### src/hdl/assert_macros.svh
// Assertion macros shared by the line-of-walk checker RTL.
`ifndef ASSERT_MACROS_SVH
`define ASSERT_MACROS_SVH

`ifndef SYNTHESIS

// Clocked implication check, disabled while reset is asserted.
`define GLW_ASSERT(label, clk, rst_n, prop) \
    label: assert property (@(posedge clk) disable iff (!rst_n) (prop)) \
        else $error("glw assertion failed");

// Condition that must never be true on a clock edge out of reset.
`define GLW_NEVER(label, clk, rst_n, cond) \
    `GLW_ASSERT(label, clk, rst_n, !(cond))

`else

`define GLW_ASSERT(label, clk, rst_n, prop)
`define GLW_NEVER(label, clk, rst_n, cond)

`endif

`endif

### src/hdl/glw_pkg.sv
// Shared constants and types of the grid line-of-walk checker.
package glw_pkg;

    // Default sizes handed to the top-level parameters
    localparam int DEF_MAX_COLS    = 64;
    localparam int DEF_MAX_ROWS    = 64;
    localparam int DEF_HEIGHT_BITS = 16;
    localparam int DEF_WEIGHT_BITS = 16;

    // Port widths fixed by the interface
    localparam int COORD_W   = 6;
    localparam int DIM_REG_W = 7;
    localparam int STEP_W    = 16;
    localparam int CFG_W     = 16;
    localparam int CFG_IDX_W = 2;

    // Register indexes
    localparam logic [CFG_IDX_W-1:0] CFG_GRID_COLS       = 2'd0;
    localparam logic [CFG_IDX_W-1:0] CFG_GRID_ROWS       = 2'd1;
    localparam logic [CFG_IDX_W-1:0] CFG_MAX_HEIGHT_STEP = 2'd2;

    // Register reset values
    localparam logic [DIM_REG_W-1:0] RST_GRID_COLS       = 7'd64;
    localparam logic [DIM_REG_W-1:0] RST_GRID_ROWS       = 7'd64;
    localparam logic [STEP_W-1:0]    RST_MAX_HEIGHT_STEP = 16'd77;  // 0.3 in 8.8

    // Transaction kinds
    localparam logic KIND_WRITE = 1'b0;
    localparam logic KIND_QUERY = 1'b1;

    // Tag that travels with each cell read of a walk
    typedef struct packed {
        logic valid;
        logic first;
        logic last;
    } rd_tag_t;

endpackage

### src/hdl/glw_check.sv
// Per-cell checker: tests walkability, height step and weight change.
module glw_check
    import glw_pkg::*;
#(
    parameter int HEIGHT_BITS = 16,
    parameter int WEIGHT_BITS = 16
)
(
    input  logic                                clk,
    input  logic                                rst_n,
    input  rd_tag_t                             tag,
    input  logic [HEIGHT_BITS+WEIGHT_BITS:0]    cell_word,
    input  logic [STEP_W-1:0]                   max_step,
    output logic                                busy,
    output logic                                done,
    output logic                                line_clear
);

    localparam int HW = HEIGHT_BITS + 1;
    localparam int CW = (HW > STEP_W) ? HW : STEP_W;

    rd_tag_t                 tag_reg;
    logic [HEIGHT_BITS-1:0]  ph_reg;
    logic [WEIGHT_BITS-1:0]  pw_reg;
    logic                    ok_reg, ok_next;
    logic                    done_reg, clear_reg;
    logic [HEIGHT_BITS-1:0]  c_height;
    logic [WEIGHT_BITS-1:0]  c_weight;
    logic                    c_walk;
    logic signed [HW-1:0]    hdiff;
    logic [HW-1:0]           habs;
    logic                    step_ok;

    // Unpack the stored word
    assign c_height = cell_word[HEIGHT_BITS-1:0];
    assign c_weight = cell_word[HEIGHT_BITS+WEIGHT_BITS-1:HEIGHT_BITS];
    assign c_walk   = cell_word[HEIGHT_BITS+WEIGHT_BITS];

    // Full-precision height difference against the previous cell
    assign hdiff   = signed'({c_height[HEIGHT_BITS-1], c_height})
                   - signed'({ph_reg[HEIGHT_BITS-1], ph_reg});
    assign habs    = hdiff[HW-1] ? HW'(-hdiff) : HW'(hdiff);
    assign step_ok = (CW'(habs) <= CW'(max_step)) && (c_weight == pw_reg);

    always_comb
    begin
        ok_next = (tag_reg.first ? 1'b1 : ok_reg) && c_walk
               && (tag_reg.first || step_ok);
    end

    // Tag aligned with RAM read data, running result, output strobe
    always_ff @(posedge clk or negedge rst_n)
    begin
        if (!rst_n)
        begin
            tag_reg  <= '0;
            ok_reg   <= 1'b0;
            done_reg <= 1'b0;
        end
        else
        begin
            tag_reg  <= tag;
            done_reg <= tag_reg.valid && tag_reg.last;
            if (tag_reg.valid)
            begin
                ok_reg <= ok_next;
            end
        end
    end

    // Previous-cell payload and result value
    always_ff @(posedge clk)
    begin
        if (tag_reg.valid)
        begin
            ph_reg    <= c_height;
            pw_reg    <= c_weight;
            clear_reg <= ok_next;
        end
    end

    assign busy       = tag_reg.valid;
    assign done       = done_reg;
    assign line_clear = clear_reg;

endmodule

### config.mk
export PLATFORM = sky130hd
export DESIGN_NAME = glw_check
export DESIGN_NICKNAME = d
export VERILOG_FILES = /design/src/hdl/assert_macros.svh /design/src/hdl/glw_pkg.sv /design/src/hdl/glw_check.sv
export SDC_FILE = /design/constraint.sdc
export NUM_CORES = 1
export LEC_CHECK = 0
export BUFFER_PORTS_ARGS = -buffer_cell sky130_fd_sc_hd__buf_2
export CORE_ASPECT_RATIO = 0.7
export CORE_MARGIN = 2
export CORE_UTILIZATION = 57
export CTS_CLUSTER_SIZE = 12
export DETAILED_ROUTE_END_ITERATION = 7
export HOLD_SLACK_MARGIN = 0.15
export MAX_ROUTING_LAYER = met4
export PLACE_DENSITY = 0.79
export SLEW_MARGIN = 25
export SYNTH_ARGS = -nofsm -noshare
export SYNTH_HDL_FRONTEND = slang
export SYNTH_SLANG_ARGS = --single-unit
### constraint.sdc
create_clock -name clk -period 5.8 [get_ports clk]
set_clock_uncertainty 0.1 [all_clocks]
set_input_delay 1.16 -clock clk [delete_from_list [all_inputs] [get_ports clk]]
set_output_delay 1.16 -clock clk [all_outputs]
set_load 0.02 [all_outputs]
==> qor.yml <==
outcome:
  run_status: "finished, final reports clean"
synth:
  synth_warnings: 0
  synthTopCellsByCount: "inv_1 (37), edfxtp_1 (33), ha_1 (33), xnor2_1 (23), nand2_1 (22)"
  synthFlopType: "edfxtp_1"
  syn_area_mm2: 0.00311
  synthCells: 327
  yosysSeqAreaShare: 0.359
  syn-num-nets: 415
  synth.distinct_cells: 58
  synth_edf_count: 33
  synth.top_cell.area_share: 0.319
  async_reset_ff_frac: 0.132
  synthTopCellsByArea: "edfxtp_1 (32%), ha_1 (13%), xnor2_1 (6.5%), xor2_1 (5.1%), inv_1 (4.5%)"
  yosys.area.top_type: "edfxtp_1"
  synth.most_common_cell: "inv_1"
  synth.avg_cell_area_um2: 9.50
  ys_seq_elements: 38
worst_setup_path:
  worst_path_largest_cell_delay_ns: 0.62
  cp_common_cell: "a21oi_1"
  end_kind: "flip-flop"
  cp-endpoint: "line_clear"
  worst-path-max-fanout: 10
  r2r-start: "ph_reg[4]"
  r2r-end: "line_clear"
  path_cells: "buf_2, ha_1, a21o_1, a21oi_1, a21oi_1, o31a_1, o21a_1, o41ai_2, a21boi_0, xnor2_1, ha_1, and3_1, nand3_1, a21oi_1, o21a_1, o41ai_1, nand2_1, o21ai_1"
  slowest_stage: "o41ai_2"
  cp.required_ns: 5.85
  r2r_cells: 18
  startpoint: "cell_word[4]"
  arrival_ns: 5.36
  start_kind: "input port"
  criticalPathCategory: "input port to flip-flop"
  regToRegSetupSlack_ns: 1.12
placement:
  portBuffers: 56
  placed_cell_area_mm2: 0.00346
  dpl.hpwl_um: 5160
  gp_congestion: 0.890
  dpl.cell_count: 451
power:
  pwr_density_cell_mw_per_mm2: 231
  p_leak_uw: 0.00159
  peakVddDrop_mv: 0.150
  total_power_uw: 821
timing:
  fin_setup_tns_ns: 0
  fmax_mhz: 188
  finalSetupViolCount: 0
  rsz0062_at_grt: "no"
  worst_pin_slew_ns: 0.674
  hold_violations: 0
  timing.final.crit_share: 0.916
  finalCriticalPeriod_ns: 5.31
  maxSlewViolCount: 0
  timing.slew.headroom: 0.546
  hold_ws_ns: 0.350
clock_tree:
  post_cts_resized: 0
  numCtsBuffers: 5
  clk_pin_slew_worst_paths_ns: 0.08
  clockRootBuffer: "clkbuf_8"
  cts_buffer_depth: 2
  worstSkewPairLatency_ns: 0.29
  hold_buffers: 0
  clkSinkCount: 38
  post-cts-setup-buffer-count: 0
  cts_tree: "done"
  cts_max_level: 2
detailed_routing:
  wl_per_cell_um: 14.1
  dr.pass1.iters: 4
  antenna_left: 0
  drt_iter0_drc: 146
  vias: 2538
  totalWireLength_um: 6450
  drc: 0
  post_drt_via_cell_ratio: 5.53
die:
  die_area_mm2: 0.00606
  coreArea_mm2: 0.00526
  die_x_um: 92.2
  rows: 22
  die_h_um: 65.8
  start_util: 0.591
  pin_count: 57
final_layout:
  fin_cells: 459
  drive_above_1_share: 0.199
  n_fill_cell: 437
  fin_area_mm2: 0.00355
  antennaDiodeCount: 0
  syn_to_final_growth_pct: 14.2
  final_nets: 474
run:
  cap_violations: 0
global_route:
  grt_pass1_vias: 2355
  antenna_found_initial: 0
  grt_overflow: 0
  grt_max_degree: 39
  grt_usage: 0.232
  grt_pass1_wl_um: 10600
min_path:
  holdCritPathClass: "flip-flop to flip-flop"
[placed cells by master, fill, tap and decap left out, types with 3 or more instances in the layout]
master | synthesis | final
buf_2 | 1 | 56
inv_1 | 37 | 37
ha_1 | 33 | 33
edfxtp_1 | 33 | 33
xnor2_1 | 23 | 23
nand2_1 | 22 | 22
xor2_1 | 18 | 18
a21oi_1 | 16 | 16
o21ai_0 | 16 | 16
nor2_1 | 15 | 15
nand3_1 | 10 | 10
nor4_1 | 9 | 9
nor3_1 | 8 | 8
nor2b_1 | 7 | 7
a21o_1 | 6 | 6
and2_1 | 5 | 5
dfrtp_1 | 5 | 5
clkbuf_8 | 0 | 5
o211ai_1 | 4 | 4
o21a_1 | 4 | 4
nand4_1 | 3 | 3
o21ai_1 | 3 | 3
buf_4 | 0 | 3
[final cells by class]
cell class | count | area (um^2) | area share
Sequential cell | 38 | 1120 | 0.315
Clock inverter | 2 | 10.0 | 0.00282
Inverter | 37 | 139 | 0.0392
Clock buffer | 6 | 72.6 | 0.0205
Timing Repair Buffer | 59 | 303 | 0.0854
Tap cell | 72 | 90.1 | 0.0254
Multi-Input combinational cell | 245 | 1820 | 0.512
[metrics by stage]
stage,worst slack [ns],util
floorplan,0.557,-
global placement,0.333,0.659
detailed placement,0.245,0.659
CTS,0.534,0.674
global route,0.109,0.674
finish,0.489,0.674
[cell families after synthesis]
logic type	after synthesis	share of synthesized area
AOI/OAI and AO/OA	75	0.168
xor gates and xnor gates	41	0.116
adders and majority gates	34	0.139
buffers and inverters	44	0.0560
DFF	38	0.359
and+or+nand+nor	95	0.162
[power breakdown]
group / leakage [uW] / switching [uW] / internal, uW / total (uW)
Clock: 0.0000450 / 95.7 / 83.4 / 179
Sequential: 0.000385 / 5.10 / 314 / 319
Combinational: 0.00116 / 180 / 142 / 323
[critical path: cells and delay by family]
kind                       cells  cell delay [ns]
AOI/OAI and AO/OA             11             2.81
adders and majority gates      2             0.73
xor gates and xnor gates       1             0.19
and+or+nand+nor                3             0.37
buffers and inverters          1             0.11
[routing by layer]
metal / vias to the layer above / track usage / part of all wire
li1: 1297 / - / -
met1: 1160 / 0.335 / 0.53
met2: 75 / 0.327 / 0.40
met3: 6 / 0.0562 / 0.058
met4: 0 / 0.0616 / 0.011
met5: - / - / 0
[how the worst min path moves through the flow]
stage	cells after the start	end	from
after detailed placement	1	done	tag_reg[0]
after CTS	1	done	tag_reg[0]
final	1	done	tag_reg[0]
after floorplan	1	done	tag_reg[0]
after global placement	1	done	tag_reg[0]
after global routing	1	done	tag_reg[0]
Power figures use the tool's default switching activity.
