File: config.mk
export PLATFORM = sky130hd
export DESIGN_NAME = glw_line_gen
export DESIGN_NICKNAME = d
export VERILOG_FILES = /design/src/hdl/assert_macros.svh /design/src/hdl/glw_pkg.sv /design/src/hdl/glw_line_gen.sv
export SDC_FILE = /design/constraint.sdc
export NUM_CORES = 1
export LEC_CHECK = 0
export ABC_AREA = 1
export BUFFER_PORTS_ARGS = -buffer_cell sky130_fd_sc_hd__buf_2
export CAP_MARGIN = 20
export CORE_MARGIN = 4
export CORE_UTILIZATION = 55
export DETAILED_ROUTE_END_ITERATION = 10
export PLACE_DENSITY = 0.74
export SKIP_LAST_GASP = 1
export SYNTH_ARGS = -nofsm -noshare
export SYNTH_HDL_FRONTEND = slang
export SYNTH_SLANG_ARGS = --single-unit
export TNS_END_PERCENT = 5
File: constraint.sdc
create_clock -name clk -period 8.4 [get_ports clk]
set_clock_uncertainty 0.1 [all_clocks]
set_input_delay 1.68 -clock clk [delete_from_list [all_inputs] [get_ports clk]]
set_output_delay 1.68 -clock clk [all_outputs]
set_load 0.01 [all_outputs]
File: src/hdl/assert_macros.svh
// Assertion macros shared by the line-of-walk checker RTL.
`ifndef ASSERT_MACROS_SVH
`define ASSERT_MACROS_SVH

`ifndef SYNTHESIS

// Clocked implication check, disabled while reset is asserted.
`define GLW_ASSERT(label, clk, rst_n, prop) \
    label: assert property (@(posedge clk) disable iff (!rst_n) (prop)) \
        else $error("glw assertion failed");

// Condition that must never be true on a clock edge out of reset.
`define GLW_NEVER(label, clk, rst_n, cond) \
    `GLW_ASSERT(label, clk, rst_n, !(cond))

`else

`define GLW_ASSERT(label, clk, rst_n, prop)
`define GLW_NEVER(label, clk, rst_n, cond)

`endif

`endif

File: src/hdl/glw_pkg.sv
// Shared constants and types of the grid line-of-walk checker.
package glw_pkg;

    // Default sizes handed to the top-level parameters
    localparam int DEF_MAX_COLS    = 64;
    localparam int DEF_MAX_ROWS    = 64;
    localparam int DEF_HEIGHT_BITS = 16;
    localparam int DEF_WEIGHT_BITS = 16;

    // Port widths fixed by the interface
    localparam int COORD_W   = 6;
    localparam int DIM_REG_W = 7;
    localparam int STEP_W    = 16;
    localparam int CFG_W     = 16;
    localparam int CFG_IDX_W = 2;

    // Register indexes
    localparam logic [CFG_IDX_W-1:0] CFG_GRID_COLS       = 2'd0;
    localparam logic [CFG_IDX_W-1:0] CFG_GRID_ROWS       = 2'd1;
    localparam logic [CFG_IDX_W-1:0] CFG_MAX_HEIGHT_STEP = 2'd2;

    // Register reset values
    localparam logic [DIM_REG_W-1:0] RST_GRID_COLS       = 7'd64;
    localparam logic [DIM_REG_W-1:0] RST_GRID_ROWS       = 7'd64;
    localparam logic [STEP_W-1:0]    RST_MAX_HEIGHT_STEP = 16'd77;  // 0.3 in 8.8

    // Transaction kinds
    localparam logic KIND_WRITE = 1'b0;
    localparam logic KIND_QUERY = 1'b1;

    // Tag that travels with each cell read of a walk
    typedef struct packed {
        logic valid;
        logic first;
        logic last;
    } rd_tag_t;

endpackage

File: src/hdl/glw_line_gen.sv
// Bresenham stepper: issues one cell address per cycle from start to end.
module glw_line_gen
    import glw_pkg::*;
#(
    parameter int COL_BITS = 6,
    parameter int ROW_BITS = 6
)
(
    input  logic                clk,
    input  logic                rst_n,
    input  logic                go,
    input  logic [COL_BITS-1:0] x0,
    input  logic [ROW_BITS-1:0] y0,
    input  logic [COL_BITS-1:0] x1,
    input  logic [ROW_BITS-1:0] y1,
    output logic                busy,
    output logic [COL_BITS-1:0] rd_col,
    output logic [ROW_BITS-1:0] rd_row,
    output rd_tag_t             rd_tag
);

    localparam int MB = (COL_BITS > ROW_BITS) ? COL_BITS : ROW_BITS;
    localparam int EW = MB + 3;

    typedef enum logic [1:0] {
        ST_IDLE,
        ST_SETUP,
        ST_WALK
    } state_t;

    state_t                state_reg, state_next;
    logic [COL_BITS-1:0]   x_reg, x_next, xe_reg, xe_next, dx_reg, dx_next;
    logic [ROW_BITS-1:0]   y_reg, y_next, ye_reg, ye_next, dy_reg, dy_next;
    logic                  sx_reg, sx_next, sy_reg, sy_next;
    logic                  first_reg, first_next;
    logic signed [EW-1:0]  err_reg, err_next;
    logic signed [EW-1:0]  dx_s, dy_s, e2;
    logic                  at_end, step_x, step_y;

    assign dx_s   = signed'(EW'(dx_reg));
    assign dy_s   = signed'(EW'(dy_reg));
    assign e2     = err_reg <<< 1;
    assign step_x = e2 > -dy_s;
    assign step_y = e2 < dx_s;
    assign at_end = (x_reg == xe_reg) && (y_reg == ye_reg);

    // Next-state and datapath
    always_comb
    begin
        state_next = state_reg;
        x_next     = x_reg;
        y_next     = y_reg;
        xe_next    = xe_reg;
        ye_next    = ye_reg;
        dx_next    = dx_reg;
        dy_next    = dy_reg;
        sx_next    = sx_reg;
        sy_next    = sy_reg;
        first_next = first_reg;
        err_next   = err_reg;
        case (state_reg)
            ST_IDLE:
            begin
                if (go)
                begin
                    x_next     = x0;
                    y_next     = y0;
                    xe_next    = x1;
                    ye_next    = y1;
                    state_next = ST_SETUP;
                end
            end
            ST_SETUP:
            begin
                sx_next    = x_reg < xe_reg;
                sy_next    = y_reg < ye_reg;
                dx_next    = (x_reg < xe_reg) ? (xe_reg - x_reg) : (x_reg - xe_reg);
                dy_next    = (y_reg < ye_reg) ? (ye_reg - y_reg) : (y_reg - ye_reg);
                err_next   = signed'(EW'(dx_next)) - signed'(EW'(dy_next));
                first_next = 1'b1;
                state_next = ST_WALK;
            end
            ST_WALK:
            begin
                first_next = 1'b0;
                if (at_end)
                begin
                    state_next = ST_IDLE;
                end
                else
                begin
                    err_next = err_reg - (step_x ? dy_s : '0) + (step_y ? dx_s : '0);
                    if (step_x)
                    begin
                        x_next = sx_reg ? (x_reg + 1'b1) : (x_reg - 1'b1);
                    end
                    if (step_y)
                    begin
                        y_next = sy_reg ? (y_reg + 1'b1) : (y_reg - 1'b1);
                    end
                end
            end
            default:
            begin
                state_next = ST_IDLE;
            end
        endcase
    end

    // State and registered outputs
    always_ff @(posedge clk or negedge rst_n)
    begin
        if (!rst_n)
        begin
            state_reg <= ST_IDLE;
            first_reg <= 1'b0;
            x_reg     <= '0;
            y_reg     <= '0;
            xe_reg    <= '0;
            ye_reg    <= '0;
            dx_reg    <= '0;
            dy_reg    <= '0;
            sx_reg    <= 1'b0;
            sy_reg    <= 1'b0;
            err_reg   <= '0;
        end
        else
        begin
            state_reg <= state_next;
            first_reg <= first_next;
            x_reg     <= x_next;
            y_reg     <= y_next;
            xe_reg    <= xe_next;
            ye_reg    <= ye_next;
            dx_reg    <= dx_next;
            dy_reg    <= dy_next;
            sx_reg    <= sx_next;
            sy_reg    <= sy_next;
            err_reg   <= err_next;
        end
    end

    assign busy         = state_reg != ST_IDLE;
    assign rd_col       = x_reg;
    assign rd_row       = y_reg;
    assign rd_tag.valid = state_reg == ST_WALK;
    assign rd_tag.first = first_reg;
    assign rd_tag.last  = at_end;

endmodule

==> flow_summary.yaml, run 1 <==
run_status:
  status: "completed"
pwr:
  power.density_nw_per_um2: 80.1
  leakagePower_uw: 0.00296
  ir_drop_mv: 0.0668
setup_path:
  cp_num_cells: 20
  start_kind: "flop"
  crit_fanout: 6
  cp.required_ps: 8540
  slowest_delay_ps: 500
  cpLargestDelayFamily: "adder cells"
  crit_chain: "nor3_1 > nand3_1 > xor2_1 > ha_1 > nand2_1 > nor2_1 > nand2_1 > nand3_1 > a21boi_2 > nor2_1 > fa_1 > inv_1 > fa_1 > nand2_1 > a21oi_1 > o21ai_0 > nand2_1 > o21ai_0 > nand2_1 > o21ai_2"
  ff2ff_path_depth: 20
  path_buf_inv: 1
  cp.arrival_ps: 4150
  crit_path_frequent_cell: "nand2_1"
  critical_path_class: "reg2reg"
  cp-end-kind: "flop"
  slowest_stage: "fa_1"
final_layout:
  layout_common_cells: "nand2_1, inv_1, ha_1"
  multi_input_area_um2: 3160
  areaGrowthSynthToFinish_pct: 7.61
  drive_gt1_share_pct: 10.4
  largest_register_ffs: 8
  design_area_um2: 5310
  n_antenna_cell: 0
  seq_area_um2: 1230
  final_common_cell: "nand2_1"
  finalNetCount: 840
  fill_cells: 807
synthesis:
  ys_types: 34
  ys_seq_area_share_pct: 24.9
  yosysWarnings: 0
  syn_avg_cell_area_um2: 7.02
  synth_top_area_share_pct: 24.9
  synth_largest_area_cell: "dfrtp_1"
  synth_seq_cells: 49
  synth_cells: 702
  syn_area_um2: 4930
  synth_area_leaders: "dfrtp_1, ha_1, nand2_1"
  synth_nets: 805
clock_tree:
  cts_tree: "built"
  clock_latency_ps: 310
  cts-buffers-inserted: 5
  cts.sink_count: 49
  h-tree-depth: 2
  cts_setup_buffers: 0
  hold_buffers: 0
  postCtsResizedCells: 0
  clock-root-buffer: "clkbuf_8"
  cts_buffer_depth: 2
  clkTransAtPathRegs_ps: 100
placement:
  place_congestion: 0.869
  post-place-ws_ps: 4440
  io_buffer_count: 42
  hpwlAfterDp_mm: 9.23
  placedInstanceArea_um2: 5190
sta:
  finalSetupViolCount: 0
  drv_slew: 0
  finalHoldViolCount: 0
  fmax_mhz: 249
  hold_slack_ps: 430
  tns_ps: 0
  finalCritPeriodShare_pct: 47.7
  fin_ws_ps: 4390
  layout_min_cycle_time_ps: 4010
  worst_pin_slew_ps: 732
  max_slew_margin_pct: 51.1
  rsz0062_at_grt: "false"
floorplan:
  die_h_um: 103
  boundaryPins: 43
  row_count: 34
  die-width_um: 103
  start_util_pct: 56.5
  die_area_um2: 10500
  coreArea_um2: 8720
detailed_routing:
  wl_per_cell_um: 13.4
  drc_errors: 0
  routed_via_density: 5.27
  vias: 4462
  drt_wl_total_mm: 11.3
  drtAntennaViolNets: 0
  drtPass1Iterations: 5
  drt_iter0_drc: 157
worst_hold_path:
  hp-class: "reg2reg"
  min_path_cells: 2
flow_run:
  drv_cap: 0
global_routing:
  grt_antenna_before_repair: 0
  first_global_vias: 4323
  track_usage_pct: 22.9
  grt_first_pass_wirelength_mm: 19.3
  overflow: 0
  grt_max_degree: 50
==> per-stage QoR <==
step | utilization (%) | cells | total power, uW
2_1_floorplan | - | 702 | 240
3_3_place_gp | 59.5 | 838 | 252
3_5_place_dp | 59.5 | 838 | 252
4_1_cts | 60.8 | 846 | 427
5_1_grt | 60.8 | 846 | 440
6_report | 60.8 | 846 | 425
==> worst min-delay path: cells and delay by family, from the launching register on <==
kind                   cells  cell delay (ps)
flip-flops                 1              380
buffers and inverters      1               70
AO/OA/AOI/OAI              1               60
==> report_power, final <==
group          internal (uW)  switching (uW)  leakage, uW  total, uW
clock                   89.3            88.8    0.0000543        178
combinational           4.49            6.40      0.00229       10.9
sequential               236               0     0.000617        236
==> cell type report <==
type                       count  share of cell area [%]
inverter                     118                    8.35
clock buffer                   5                    1.30
clock inverter                 3                   0.873
multi-input combinational    519                    59.6
tap                          108                    2.55
timing repair buffer          44                    4.25
sequential                    49                    23.1
==> path summary, 6_finish.rpt <==
check                           from    endpoint  slack (ps)
max in group asynchronous      rst_n   xe_reg[0]        6390
min in group asynchronous      rst_n  err_reg[2]        1360
hold / removal             xe_reg[5]   xe_reg[5]         430
setup / recovery           dy_reg[2]  err_reg[4]        4390
hold reg to reg            xe_reg[5]   xe_reg[5]         430
setup reg to reg           dy_reg[2]  err_reg[4]        4390
==> metal layers <==
layer | global-route usage [%] | vias to the layer above | part of all wire, %
li1 | - | 2296 | -
met1 | 28.9 | 2051 | 45
met2 | 40.5 | 89 | 49
met3 | 2.64 | 26 | 4.3
met4 | 7.57 | 0 | 2.5
met5 | 0 | - | 0
==> synthesized netlist by cell type, drive strengths merged <==
library cell and instances:
a21boi 1, a21o 7, a21oi 46, a31oi 4, buf 11, clkbuf 5, dfrtp 49, fa 13
ha 63, inv 118, nand2 202, nand3 53, nand4 13, nor2 53, nor3 5, o21a 1
o21ai 36, o21bai 1, o22ai 1, or2 1, xnor2 7, xor2 12
==> logic make-up after synthesis <==
kind of cell | synth area share, %
simple gates | 27.9
buf+inv | 11.0
compound gates | 11.6
fa+ha+maj | 21.3
flops | 24.9
xor+xnor | 3.38
(Power assumes the default switching activity.)
==> run 2: changes to the inputs <==
- clock period: 8.4 -> 3.81 ns (I/O delays scaled with it)
==> flow_summary.yaml, run 2 (same netlist as run 1, synthesis figures left out) <==
run_status:
  status: "finished, violations left"
  violations: "negative setup slack"
placement:
  hpwlAfterDp_mm: 9.36
  post-place-ws_ps: -80.1
  io_buffer_count: 42
  place_congestion: 0.875
floorplan:
  boundaryPins: 43
  die-width_um: 103
  die_area_um2: 10500
  row_count: 34
  start_util_pct: 56.5
  die_h_um: 103
  coreArea_um2: 8720
detailed_routing:
  vias: 4532
  drtAntennaViolNets: 0
  drt_wl_total_mm: 12.0
  wl_per_cell_um: 14.0
  routed_via_density: 5.28
  drtPass1Iterations: 4
  drt_iter0_drc: 174
  drc_errors: 0
sta:
  rsz0062_at_grt: "true"
  fmax_mhz: 259
  finalCritPeriodShare_pct: 101
  hold_slack_ps: 379
  worst_pin_slew_ps: 723
  max_slew_margin_pct: 51.7
  finalHoldViolCount: 0
  finalSetupViolCount: 2
  layout_min_cycle_time_ps: 3860
  fin_ws_ps: -48.9
  drv_slew: 0
worst_hold_path:
  hp-class: "in2async"
setup_path:
  cp.arrival_ps: 4000
  cp-end-kind: "flop"
  ff2ff_path_depth: 23
  startpoint: "dy_reg[0]"
  reg2reg_to: "err_reg[7]"
  reg2reg_slack_ps: -50
  critical_path_class: "reg2reg"
  start_kind: "flop"
  rr_startpoint: "dy_reg[0]"
  crit_fanout: 5
  cp.required_ps: 3950
pwr:
  leakagePower_uw: 0.00306
  power.density_nw_per_um2: 157
  ir_drop_mv: 0.128
global_routing:
  grt_antenna_before_repair: 0
  first_global_vias: 4343
  met3_usage_pct: 3.72
  grtUsageMet1_pct: 29.2
  track_usage_pct: 23.3
  grt_busiest_layer: "met2"
  overflow: 0
  grt_first_pass_wirelength_mm: 19.7
  met2_usage_pct: 41.4
  grt_max_degree: 30
final_layout:
  n_antenna_cell: 0
  drive_gt1_share_pct: 15.6
  layout_common_cells: "nand2_1, inv_1, ha_1"
  largest_register_ffs: 8
  final_common_cell: "nand2_1"
  areaGrowthSynthToFinish_pct: 13.1
  finalNetCount: 853
clock_tree:
  cts.sink_count: 49
  clock-root-buffer: "clkbuf_8"
  cts-buffers-inserted: 5
  cts_tree: "built"
  clkTransAtPathRegs_ps: 100
  clock_latency_ps: 310
  h-tree-depth: 2
  cts_buffer_depth: 2
flow_run:
  drv_cap: 0
-- run 2: cell types whose count changed in the layout (fill, tap and decap cells not counted), moves of 3 or more --
cell | previous run | this run
buf_4 | 2 | 14
ha_1 | 63 | 57
ha_4 | 0 | 6
inv_1 | 114 | 111
inv_2 | 4 | 7
nand2_1 | 197 | 193
nand2_2 | 5 | 9
nand3_1 | 50 | 46
nand3_2 | 3 | 6
nor2_1 | 50 | 45
nor2_4 | 1 | 4
-- run 2: how the worst max path moves through the flow --
stage | end | cells past startpoint
CTS | err_reg[4] | 23
finish | err_reg[7] | 23
global placement | err_reg[4] | 21
detailed placement | err_reg[4] | 21
global route | err_reg[7] | 20
floorplan | err_reg[4] | 20
-- run 2: per-stage QoR --
stage / total power [uW] / TNS, ps / cells / cell area, um^2 / utilization, %
after floorplan: 530 / 0 / 702 / 4930 / -
after global placement: 555 / 0 / 846 / 5250 / 60.2
after detailed placement: 555 / -236 / 846 / 5250 / 60.2
after CTS: 893 / -16.2 / 855 / 5400 / 61.9
after global routing: 915 / -1320 / 859 / 5570 / 63.9
final: 878 / -49.6 / 859 / 5570 / 63.9
-- run 2: timing repair --
| item | 4_1_cts | 5_1_grt |
|---|---|---|
| gates resized for setup | 9 | 28 |
| buffers inserted | 1 | 4 |
| hold buffers | 0 | 0 |
| setup endpoints to repair | 5 | 6 |
| pin swaps | 1 | 11 |
-- run 2: where the power goes --
group,internal [uW],switching (uW)
sequential,520,0
clock,148,186
combinational,9.91,14.5
total,677,201
-- run 2: final cells by class --
type                    count  area [um^2]
fillers                   784         3150
well taps                 108          135
clock inverters             2         13.8
repair buffers             57          335
clock buffers               6         82.6
inverters                 118          443
flip-flops and latches     49         1230
multi-input cells         519         3340
-- run 2: layer usage --
layer	up-vias	routed length [um]
met5	-	0
met1	2079	5240
met2	102	5950
met4	0	301
li1	2330	-
met3	21	490
-- run 2: critical path: stages (launching register included) --
cell	delay, ps
dfrtp_1	420
inv_2	100
ha_4	150
nand3_4	90
xor2_1	150
ha_1	330
nand2_2	110
inv_1	60
nand2_1	70
nand2_1	60
nand2_1	70
nand3_2	90
a21boi_4	200
buf_12	140
nor2_4	40
fa_1	500
inv_1	70
ha_4	250
a21oi_1	320
o21a_1	190
nand2_1	50
nand2_1	50
nand3_1	60
a21oi_1	140
